`src/design/sliding_window_statistics_defines.svh`:
```
// ---------------------------------------------------------------------------
// Sliding window statistics: assertion macros
// Immediate-cycle and next-cycle implication checks on clk, gated by rst_n.
// ---------------------------------------------------------------------------
`ifndef SLIDING_WINDOW_STATISTICS_DEFINES_SVH
`define SLIDING_WINDOW_STATISTICS_DEFINES_SVH

// consequent must hold in the same cycle as the antecedent
`define SWS_ASSERT_NOW(lbl, ante, cons, msg) \
  lbl: assert property (@(posedge clk) disable iff (!rst_n) (ante) |-> (cons)) \
    else $error(msg);

// consequent must hold in the cycle after the antecedent
`define SWS_ASSERT_NEXT(lbl, ante, cons, msg) \
  lbl: assert property (@(posedge clk) disable iff (!rst_n) (ante) |=> (cons)) \
    else $error(msg);

`endif

```
`src/design/sws_pkg.sv`:
```
// ---------------------------------------------------------------------------
// Sliding window statistics package
// Window size, datapath widths and the controller/datapath handshake types.
// ---------------------------------------------------------------------------
package sws_pkg;

  localparam int WINDOW = 64;
  localparam int PTR_W  = $clog2(WINDOW);
  localparam int CNT_W  = $clog2(WINDOW + 1);
  localparam int SMP_W  = 16;
  localparam int THR_W  = 16;
  localparam int SUM_W  = SMP_W + PTR_W;        // signed running sum
  localparam int SQ_W   = 2 * SMP_W - 1 + PTR_W; // sum of squares
  localparam int NUM_W  = SQ_W + CNT_W;         // n*sumsq - sum^2
  localparam int MEAN_W = 24;
  localparam int VAR_W  = 38;
  localparam int DEV_W  = 24;

  // input word commands
  localparam logic CMD_PUSH  = 1'b0;
  localparam logic CMD_CLEAR = 1'b1;

  typedef struct packed {
    logic accept;   // take the input word
    logic rd;       // read next ring entry
    logic nsq;      // n * sumsq
    logic ssq;      // sum^2
    logic nx;       // n * newest, threshold^2
    logic num;      // numerator and |n*x - sum|
    logic dsq;      // deviation^2, launch dividers
    logic plo;      // threshold^2 * low half of numerator
    logic phi;      // threshold^2 * high half of numerator
    logic rsum;     // combine partial products
    logic cmp;      // outlier compare
    logic sq_start; // launch square roots
    logic load;     // load result register
  } sws_cmd_t;

  typedef struct packed {
    logic cnt_zero;
    logic rd_last;
    logic div_done;
    logic sqrt_done;
  } sws_sts_t;

endpackage

```
`src/design/sws_ctrl.sv`:
```
// ---------------------------------------------------------------------------
// Sliding window statistics controller
// Sequences scan, product chain, divides and roots; owns the handshakes.
// ---------------------------------------------------------------------------
module sws_ctrl
  import sws_pkg::*;
(
  input  logic     clk,
  input  logic     rst_n,
  input  logic     in_valid,
  output logic     in_ready,
  output logic     out_valid,
  input  logic     out_ready,
  input  sws_sts_t sts,
  output sws_cmd_t cmd
);

  typedef enum logic [4:0] {
    ST_IDLE, ST_CHK, ST_SCAN, ST_TAIL, ST_NSQ, ST_SSQ, ST_NX, ST_NUM,
    ST_DSQ, ST_PLO, ST_PHI, ST_RSUM, ST_CMP, ST_DIVW, ST_SQGO, ST_SQW, ST_FIN
  } state_t;

  state_t state_r, state_nxt;
  logic   out_vld_r;
  logic   load;

  assign in_ready  = (state_r == ST_IDLE);
  assign out_valid = out_vld_r;
  assign load      = (state_r == ST_FIN) && (!out_vld_r || out_ready);

  always_comb begin
    state_nxt = state_r;
    case (state_r)
      ST_IDLE: if (in_valid) state_nxt = ST_CHK;
      ST_CHK:  state_nxt = sts.cnt_zero ? ST_FIN : ST_SCAN;
      ST_SCAN: if (sts.rd_last) state_nxt = ST_TAIL;
      ST_TAIL: state_nxt = ST_NSQ;
      ST_NSQ:  state_nxt = ST_SSQ;
      ST_SSQ:  state_nxt = ST_NX;
      ST_NX:   state_nxt = ST_NUM;
      ST_NUM:  state_nxt = ST_DSQ;
      ST_DSQ:  state_nxt = ST_PLO;
      ST_PLO:  state_nxt = ST_PHI;
      ST_PHI:  state_nxt = ST_RSUM;
      ST_RSUM: state_nxt = ST_CMP;
      ST_CMP:  state_nxt = ST_DIVW;
      ST_DIVW: if (sts.div_done) state_nxt = ST_SQGO;
      ST_SQGO: state_nxt = ST_SQW;
      ST_SQW:  if (sts.sqrt_done) state_nxt = ST_FIN;
      ST_FIN:  if (load) state_nxt = ST_IDLE;
      default: state_nxt = ST_IDLE;
    endcase
  end

  always_comb begin
    cmd          = '0;
    cmd.accept   = (state_r == ST_IDLE) && in_valid;
    cmd.rd       = (state_r == ST_SCAN);
    cmd.nsq      = (state_r == ST_NSQ);
    cmd.ssq      = (state_r == ST_SSQ);
    cmd.nx       = (state_r == ST_NX);
    cmd.num      = (state_r == ST_NUM);
    cmd.dsq      = (state_r == ST_DSQ);
    cmd.plo      = (state_r == ST_PLO);
    cmd.phi      = (state_r == ST_PHI);
    cmd.rsum     = (state_r == ST_RSUM);
    cmd.cmp      = (state_r == ST_CMP);
    cmd.sq_start = (state_r == ST_SQGO);
    cmd.load     = load;
  end

  always_ff @(posedge clk) begin
    if (!rst_n) begin
      state_r   <= ST_IDLE;
      out_vld_r <= 1'b0;
    end else begin
      state_r <= state_nxt;
      // hold the result word until taken; a new load replaces it
      if (load) begin
        out_vld_r <= 1'b1;
      end else if (out_ready) begin
        out_vld_r <= 1'b0;
      end
    end
  end

endmodule

```
`config.mk`:
```
export PLATFORM = sky130hd
export DESIGN_NAME = sws_ctrl
export DESIGN_NICKNAME = d
export VERILOG_FILES = /design/src/design/sliding_window_statistics_defines.svh /design/src/design/sws_pkg.sv /design/src/design/sws_ctrl.sv
export SDC_FILE = /design/constraint.sdc
export NUM_CORES = 1
export LEC_CHECK = 0
export BUFFER_PORTS_ARGS = -buffer_cell sky130_fd_sc_hd__buf_2
export CORE_AREA = 2 2 39 41
export CTS_CLUSTER_DIAMETER = 100
export CTS_CLUSTER_SIZE = 30
export DETAILED_ROUTE_END_ITERATION = 10
export DIE_AREA = 0 0 41 43
export MAX_ROUTING_LAYER = met4
export PLACE_DENSITY = 0.61
export SETUP_SLACK_MARGIN = 0.5
export SKIP_CTS_REPAIR_TIMING = 1
export SYNTH_ARGS = -nofsm -noshare
export SYNTH_HDL_FRONTEND = slang
export SYNTH_SLANG_ARGS = --single-unit
export TNS_END_PERCENT = 1
```
`constraint.sdc`:
```
create_clock -name clk -period 4.4 [get_ports clk]
set_input_delay 0.88 -clock clk [delete_from_list [all_inputs] [get_ports clk]]
set_output_delay 0.88 -clock clk [all_outputs]
set_load 0.01 [all_outputs]
```
==> results of run 1 <==
-- cells by family (layout without fill, tap and decap cells) --
family	Yosys count	after routing	synth area share, %
AOI/OAI and AO/OA	10	10	17.5
DFF	6	6	27.0
muxes	3	3	8.17
buffers and inverters	6	27	7.88
and+or+nand+nor	35	35	39.4
-- critical path, stage by stage (launching register included) --
cell and delay, ns:
dfxtp_1 0.37, nor3_1 0.51, nand3_1 0.20, nor2_1 0.12
buf_2 0.13
-- placed cells by master, fill, tap and decap left out --
| master | n |
|---|---|
| o2111a_1 | 1 |
| a31oi_1 | 1 |
| and2_1 | 2 |
| a211oi_1 | 1 |
| o2111ai_1 | 1 |
| inv_1 | 1 |
| nor2b_1 | 2 |
| a21o_1 | 1 |
| dfxtp_1 | 6 |
| buf_2 | 22 |
| mux2i_1 | 1 |
| nand3_1 | 2 |
| o32ai_2 | 1 |
| nor3b_1 | 1 |
| nor3_1 | 2 |
| or3b_1 | 1 |
| o21ai_1 | 1 |
| nand3b_1 | 2 |
| clkbuf_4 | 3 |
| mux2_4 | 1 |
| nand2_1 | 5 |
| and3_1 | 1 |
| nand2b_1 | 2 |
| a21oi_1 | 3 |
| inv_2 | 1 |
| nor2_1 | 13 |
| or3_1 | 2 |
| mux2_1 | 1 |
-- cell type report --
class,instances,area share [%]
multi-input combinational,48,50.8
sequential,6,21.1
timing repair buffer,22,19.3
clock buffer,3,3.96
tap,16,3.52
inverter,2,1.32
-- path summary, 6_finish.rpt --
path                                  from          to  slack, ns  cells after the start
worst max register to register  state_r[2]  state_r[4]       3.06                      3
worst max-delay path            state_r[2]      cmd[0]       1.94                      4
worst min-delay path            state_r[3]  state_r[3]       0.59                      2
worst min register to register  state_r[3]  state_r[3]       0.59                      2
-- report_power, final --
group / internal [mW] / switching [mW] / leakage, nW
clock network: 0.0308 / 0.0188 / 0.0138
registers: 0.0575 / 0.00662 / 0.0488
logic: 0.0172 / 0.0179 / 0.191
-- per-layer routing --
metal / wire length (um) / global-route usage (%)
met2: 459 / 20.0
met1: 491 / 15.1
met3: 78 / 4.71
met5: 0 / -
met4: 15 / 12.0
-- flip-flops by register name, summed over array words and instances (netlist names) --
register / count
state_r: 5
out_valid: 1
-- metrics by stage --
stage               setup WS (ns)  cells  hold slack (ns)  power (mW)  util [%]
floorplan                    2.30     60            0.531      0.0897         -
global placement             2.20     94            0.578       0.100      39.5
detailed placement           2.19     94            0.579       0.100      39.5
CTS                          1.91     97            0.588       0.153      41.1
global route                 1.78     97            0.629       0.161      41.1
finish                       1.94     97            0.591       0.149      41.1
==> impl_metrics.csv, run 1 <==
group,metric,value,unit
power_and_ir_drop,vdd_drop_max,0.143,mV
synth,syn-num-nets,68,
power_and_ir_drop,leakage,0.254,nW
placement,gp_congestion,0.702,
layout,register_area,120,um2
sta,period_share,55.8,%
synth,synth_top_cell_area_share,27.0,%
synth,ys_seq_elements,6,
cts,cts_tree,"yes",
cts,clk_latency,0.24,ns
floorplan,ioPinCount,23,
synth,synth_enable_flop_cells,0,
route,drc,0,
sta,fin_worst_skew,0.00134,ns
synth,synth_most_common_cell,"nor2_1",
floorplan,dieArea,1760,um2
hold_path,hold_class,"register to register",
power_and_ir_drop,power_per_cell_area,261,nW/um2
status,status,"finished, final reports clean",
layout,fin_nets,91,
synth,ys_warn_count,0,
placement,placed_area,547,um2
floorplan,dieWidth,41,um
cts,clkTransAtPathRegs,0.04,ns
layout,syn2layout_area_growth,28.2,%
placement,hpwlAfterDp,801,um
sta,report.final.slew_viol_count,0,
floorplan,core,1380,um2
route,ant_nets,0,
floorplan,floorplan.initialDensity,32.1,%
setup_path,critPathCaptureType,"primary output",
floorplan,rows,14,
layout,fillers,151,
synth,synth_common_cells,"13 x nor2_1, 6 x dfxtp_1, 5 x nand2_1",
grt,grt_max_degree,12,
route,post_drt_via_cell_ratio,4.90,
sta,hold_viol,0,
grt,grt_pass1_vias,373,
job,cap_violations,0,
cts,cts_sinks,6,
setup_path,worst-path-max-fanout,9,
route,totalWireLength,1050,um
synth,synth.avg_cell_area,7.40,um2
cts,numCtsBuffers,3,
route,drt_first_pass_iters,4,
synth,syn_inst,60,
grt,grt.total_usage,14.2,%
grt,grt_pass1_wl,1570,um
layout,drive_gt1_share,34.6,%
sta,slew_headroom,62.7,%
synth,yosysUniqueCellTypes,30,
setup_path,cp_data_arrival_time,1.58,ns
sta,clock.fmax,407,MHz
grt,grt_overflow,0,
synth,ys_seq_area_share,27.0,%
setup_path,required,3.52,ns
setup_path,critPathLaunchType,"register",
placement,io_buffers,22,
layout,final_area,569,um2
grt,antenna_found_initial,0,
route,wl_per_cell,10.8,um
sta,setup_viol,0,
sta,tightestPinTransition,0.556,ns
layout,n_antenna_cell,0,
setup_path,crit_type,"register to primary output",
synth,synth_area,444,um2
sta,fin_tns_setup,0,ns
route,first_iter_violations,11,
layout,multi_input_comb_area,289,um2
cts,clock_path_buffers,2,
route,num_vias,475,
floorplan,die_y,43,um
synth,yosys_most_used_dff,"dfxtp_1",
synth,async_reset_ff_share,0,%
cts,clock-root-buffer,"clkbuf_4",
sta,rsz0062_at_grt,"no",
synth,yosys-top-cells-area,"dfxtp_1 27%, nor2_1 11%, nand2_1 4.2%",
synth,yosysTopAreaCell,"dfxtp_1",
sta,fin_crit,2.46,ns
cts,cts-htree-levels,1,
Note: power is estimated with default switching activity, not from simulation.
==> inputs of run 2 (changes only) <==
--- a/config.mk
+++ b/config.mk
@@ -12,7 +12,7 @@
 export DETAILED_ROUTE_END_ITERATION = 10
 export DIE_AREA = 0 0 41 43
 export MAX_ROUTING_LAYER = met4
-export PLACE_DENSITY = 0.61
+export PLACE_DENSITY = 0.63
 export SETUP_SLACK_MARGIN = 0.5
 export SKIP_CTS_REPAIR_TIMING = 1
 export SYNTH_ARGS = -nofsm -noshare
==> constraint.sdc (replaced) <==
create_clock -name clk -period 2.2 [get_ports clk]
set_input_delay 0.44 -clock clk [delete_from_list [all_inputs] [get_ports clk]]
set_output_delay 0.44 -clock clk [all_outputs]
set_load 0.01 [all_outputs]
==> run 2 against run 1 <==
Combinational power rose to 3.2 times the previous value. Critical path depth unchanged. Core utilization increased by 8.2 points. Clock skew shrank 0.00084 ns. Total power increased by 130%. Global-route usage increased by 0.12 points. Flip-flop and latch count unchanged.
==> impl_metrics.csv, run 2 (synthesis gave the netlist of run 1 again) <==
group,metric,value,unit
status,status,"finished, final reports clean",
sta,tightestPinTransition,0.247,ns
layout,fin_nets,98,
cts,cts_sinks,6,
sta,fin_tns_setup,0,ns
route,totalWireLength,1200,um
sta,period_share,78.0,%
layout,regMostFlops,"state_r",
setup_path,cp_data_arrival_time,1.28,ns
sta,hold_viol,0,
grt,antenna_found_initial,0,
setup_path,required,1.76,ns
layout,drive_gt1_share,52.3,%
layout,layout_commonest_cell,"buf_2",
power_and_ir_drop,power_per_cell_area,498,nW/um2
setup_path,crit_chain,"nor3_4 -> buf_4 -> and3_4 -> buf_6",
route,num_vias,507,
sta,slew_headroom,83.5,%
sta,fin_crit,1.72,ns
cts,cts_tree,"yes",
power_and_ir_drop,leakage,0.314,nW
setup_path,worst-path-max-fanout,6,
grt,grt.total_usage,14.3,%
route,first_iter_violations,11,
setup_path,critPathCaptureType,"primary output",
layout,final_cell_mix,"21 x buf_2, 11 x nor2_1, 6 x buf_4",
layout,n_antenna_cell,0,
cts,cts-htree-levels,1,
job,cap_violations,0,
sta,fin_ws,0.484,ns
route,drt_first_pass_iters,3,
floorplan,dieArea,1760,um2
floorplan,die_y,43,um
route,post_drt_via_cell_ratio,4.88,
floorplan,core,1380,um2
cts,numCtsBuffers,3,
floorplan,ioPinCount,23,
placement,gp_congestion,0.771,
grt,grt_pass1_vias,370,
placement,io_buffers,22,
cts,clkTransAtPathRegs,0.05,ns
grt,grt_max_degree,12,
floorplan,dieWidth,41,um
hold_path,hold_class,"input port to register",
sta,fin_worst_skew,0.000502,ns
sta,report.final.slew_viol_count,0,
grt,grt_pass1_wl,1590,um
setup_path,crit_type,"register to primary output",
power_and_ir_drop,vdd_drop_max,0.251,mV
setup_path,cpMaxStageDelayCell,"dfxtp_4",
sta,setup_viol,0,
setup_path,critPathLaunchType,"register",
floorplan,floorplan.initialDensity,32.1,%
floorplan,rows,14,
grt,grt_overflow,0,
layout,fin_util,49.4,%
sta,clock.fmax,583,MHz
route,ant_nets,0,
cts,clock-root-buffer,"clkbuf_4",
setup_path,cp_slowest_stage_delay,0.36,ns
placement,hpwlAfterDp,804,um
route,drc,0,
route,wl_per_cell,11.5,um
cts,clock_path_buffers,2,
cts,clk_latency,0.24,ns
layout,syn2layout_area_growth,53.8,%
sta,rsz0062_at_grt,"yes",
placement,pre_cts_ws,0.443,ns
layout,largest_register_ffs,5,
[run 2: critical path: cells and delay by family (launching register included)]
kind	cells	cell delay, ns
flops	1	0.36
simple gates	2	0.42
buf+inv	2	0.25
[run 2: where the power goes]
part	internal [mW]	total [mW]	switching (mW)
Combinational	0.0637	0.112	0.0484
Sequential	0.116	0.127	0.0115
Clock	0.0617	0.101	0.0391
[run 2: path summary, 6_finish.rpt]
check / startpoint / endpoint / slack (ns) / depth (start not counted)
worst min register to register: state_r[4] / state_r[4] / 0.55 / 2
worst min-delay path: rst_n / out_valid / 0.46 / 2
worst max-delay path: state_r[0] / cmd[12] / 0.48 / 4
worst max register to register: state_r[2] / state_r[4] / 0.88 / 3
[run 2: final cells by class]
| type | instances | area (um2) |
|---|---|---|
| fill | 136 | 701 |
| multi-input combinational | 48 | 325 |
| timing repair buffer | 29 | 174 |
| sequential | 6 | 131 |
| clock buffer | 3 | 22.5 |
| tap | 16 | 20.0 |
| inverter | 2 | 10.0 |
[run 2: per-stage QoR]
step	hold slack [ns]	cell area [um2]	power (mW)	instances
after floorplan	0.531	444	0.179	60
after global placement	0.576	547	0.201	94
after detailed placement	0.579	547	0.201	94
after CTS	0.461	569	0.306	97
after global routing	0.452	683	0.370	104
final	0.462	683	0.340	104
[run 2: routing by layer]
| metal | up-vias | track usage [%] | part of all wire (%) |
|---|---|---|---|
| met1 | 222 | 16.5 | 42 |
| met4 | 0 | 12.0 | 0.75 |
| li1 | 266 | - | - |
| met5 | - | - | 0 |
| met2 | 17 | 19.1 | 51 |
| met3 | 2 | 4.71 | 6.0 |
==> inputs of run 3 (changes only) <==
--- a/config.mk
+++ b/config.mk
@@ -12,7 +12,7 @@
 export DETAILED_ROUTE_END_ITERATION = 10
 export DIE_AREA = 0 0 41 43
 export MAX_ROUTING_LAYER = met4
-export PLACE_DENSITY = 0.63
+export PLACE_DENSITY = 0.61
 export SETUP_SLACK_MARGIN = 0.5
 export SKIP_CTS_REPAIR_TIMING = 1
 export SYNTH_ARGS = -nofsm -noshare
==> constraint.sdc (replaced) <==
create_clock -name clk -period 1.7 [get_ports clk]
set_input_delay 0.34 -clock clk [delete_from_list [all_inputs] [get_ports clk]]
set_output_delay 0.34 -clock clk [all_outputs]
set_load 0.01 [all_outputs]
==> run 3 against run 2 <==
First-iteration DRC count decreased by 73%. Largest power group unchanged. Critical path type unchanged. Register-to-register slack lost 0.54 ns. Setup slack worse by 0.41 ns. Critical path depth did not move. Cell count fell by 1.9%.
==> impl_metrics.csv, run 3 (synthesis gave the netlist of run 1 again) <==
group,metric,value,unit
layout,fin_nets,96,
power_and_ir_drop,power_per_cell_area,612,nW/um2
sta,hold_viol,0,
setup_path,rr_endpoint,"state_r[4]",
layout,largest_register_ffs,5,
setup_path,required,1.36,ns
setup_path,r2r_slack,0.34,ns
setup_path,crit_type,"register to primary output",
grt,grt_overflow,0,
sta,tightestPinTransition,0.297,ns
setup_path,cp-startpoint,"state_r[1]",
grt,grt_pass1_wl,1520,um
route,drc,0,
sta,clock.fmax,614,MHz
route,ant_nets,0,
grt,antenna_found_initial,0,
floorplan,core,1380,um2
route,wl_per_cell,10.4,um
floorplan,dieArea,1760,um2
status,status,"finished, final reports clean",
floorplan,dieWidth,41,um
layout,syn2layout_area_growth,56.6,%
sta,fin_worst_skew,0.00608,ns
cts,cts_tree,"yes",
cts,cts-htree-levels,1,
floorplan,floorplan.initialDensity,32.1,%
route,totalWireLength,1060,um
sta,setup_viol,0,
placement,dp_cells,94,
placement,gp_congestion,0.739,
grt,grt_pass1_vias,386,
cts,clk_latency,0.24,ns
layout,final_area,696,um2
setup_path,endpoint,"cmd[1]",
placement,hpwlAfterDp,831,um
route,num_vias,507,
setup_path,r2r_start,"state_r[2]",
layout,stdcell_count,102,
floorplan,rows,14,
power_and_ir_drop,vdd_drop_max,0.317,mV
power_and_ir_drop,leakage,0.289,nW
sta,period_share,95.9,%
layout,final_cell_mix,"19 x buf_2, 7 x nor2_1, 5 x nand2_1, 5 x buf_4",
setup_path,cp_data_arrival_time,1.29,ns
sta,fin_crit,1.63,ns
cts,cts_sinks,6,
cts,clkTransAtPathRegs,0.05,ns
layout,regMostFlops,"state_r",
hold_path,hold_class,"input port to register",
grt,grt_max_degree,12,
floorplan,die_y,43,um
layout,n_antenna_cell,0,
setup_path,worst-path-max-fanout,7,
layout,fillers,138,
cts,clock-root-buffer,"clkbuf_4",
layout,drive_gt1_share,53.5,%
cts,numCtsBuffers,3,
route,first_iter_violations,3,
setup_path,critPathCaptureType,"primary output",
route,drt_first_pass_iters,4,
grt,grt.total_usage,13.0,%
sta,rsz0062_at_grt,"yes",
job,cap_violations,0,
setup_path,critPathLaunchType,"register",
sta,slew_headroom,80.2,%
setup_path,r2r_cells,3,
cts,clock_path_buffers,2,
floorplan,ioPinCount,23,
layout,layout_commonest_cell,"buf_2",
placement,io_buffers,22,
route,post_drt_via_cell_ratio,4.97,
placement,placed_area,604,um2
sta,report.final.slew_viol_count,0,
-- run 3: where the power goes --
part           internal, mW  switching, mW
logic                0.0690         0.0606
clock network        0.0797         0.0495
registers             0.150         0.0170
total                 0.298          0.127
-- run 3: layout make-up --
class	instances	area [um2]	area share, %
multi-input cells	48	345	49.6
inverters	2	12.5	1.80
flip-flops and latches	6	129	18.5
well taps	16	20.0	2.88
clock buffers	3	22.5	3.24
repair buffers	27	166	23.9
-- run 3: layer usage --
metal  global-route usage, %  up-vias  share of wire, %
li1                        -      263                 -
met1                    15.0      225                44
met2                    19.4       17                50
met3                    1.57        2               4.0
met4                    10.0        0               1.3
met5                       -        -                 0
-- run 3: worst min path at each step --
stage | start | to | slack (ns) | cells past startpoint
after floorplan | rst_n | out_valid | 0.47 | 1
after global placement | rst_n | out_valid | 0.60 | 2
after detailed placement | rst_n | out_valid | 0.59 | 2
after CTS | rst_n | out_valid | 0.34 | 2
after global routing | rst_n | out_valid | 0.38 | 2
final | rst_n | out_valid | 0.35 | 2
-- run 3: critical path, stage by stage, from the launching register on --
cell and delay, ns:
dfxtp_4 0.37, inv_6 0.05, or3_4 0.43, nor2_4 0.09
buf_6 0.10
-- run 3: through the flow --
step           setup TNS, ns  util [%]  power, mW  hold slack, ns  worst slack (ns)
4_1_cts               -0.112      45.3      0.414           0.344           -0.0388
3_5_place_dp               0      43.7      0.278           0.590             0.234
2_1_floorplan              0         -      0.254           0.468             0.371
6_report                   0      50.3      0.426           0.352            0.0704
3_3_place_gp               0      43.7      0.278           0.601             0.246
5_1_grt                    0      50.3      0.451           0.385            0.0251
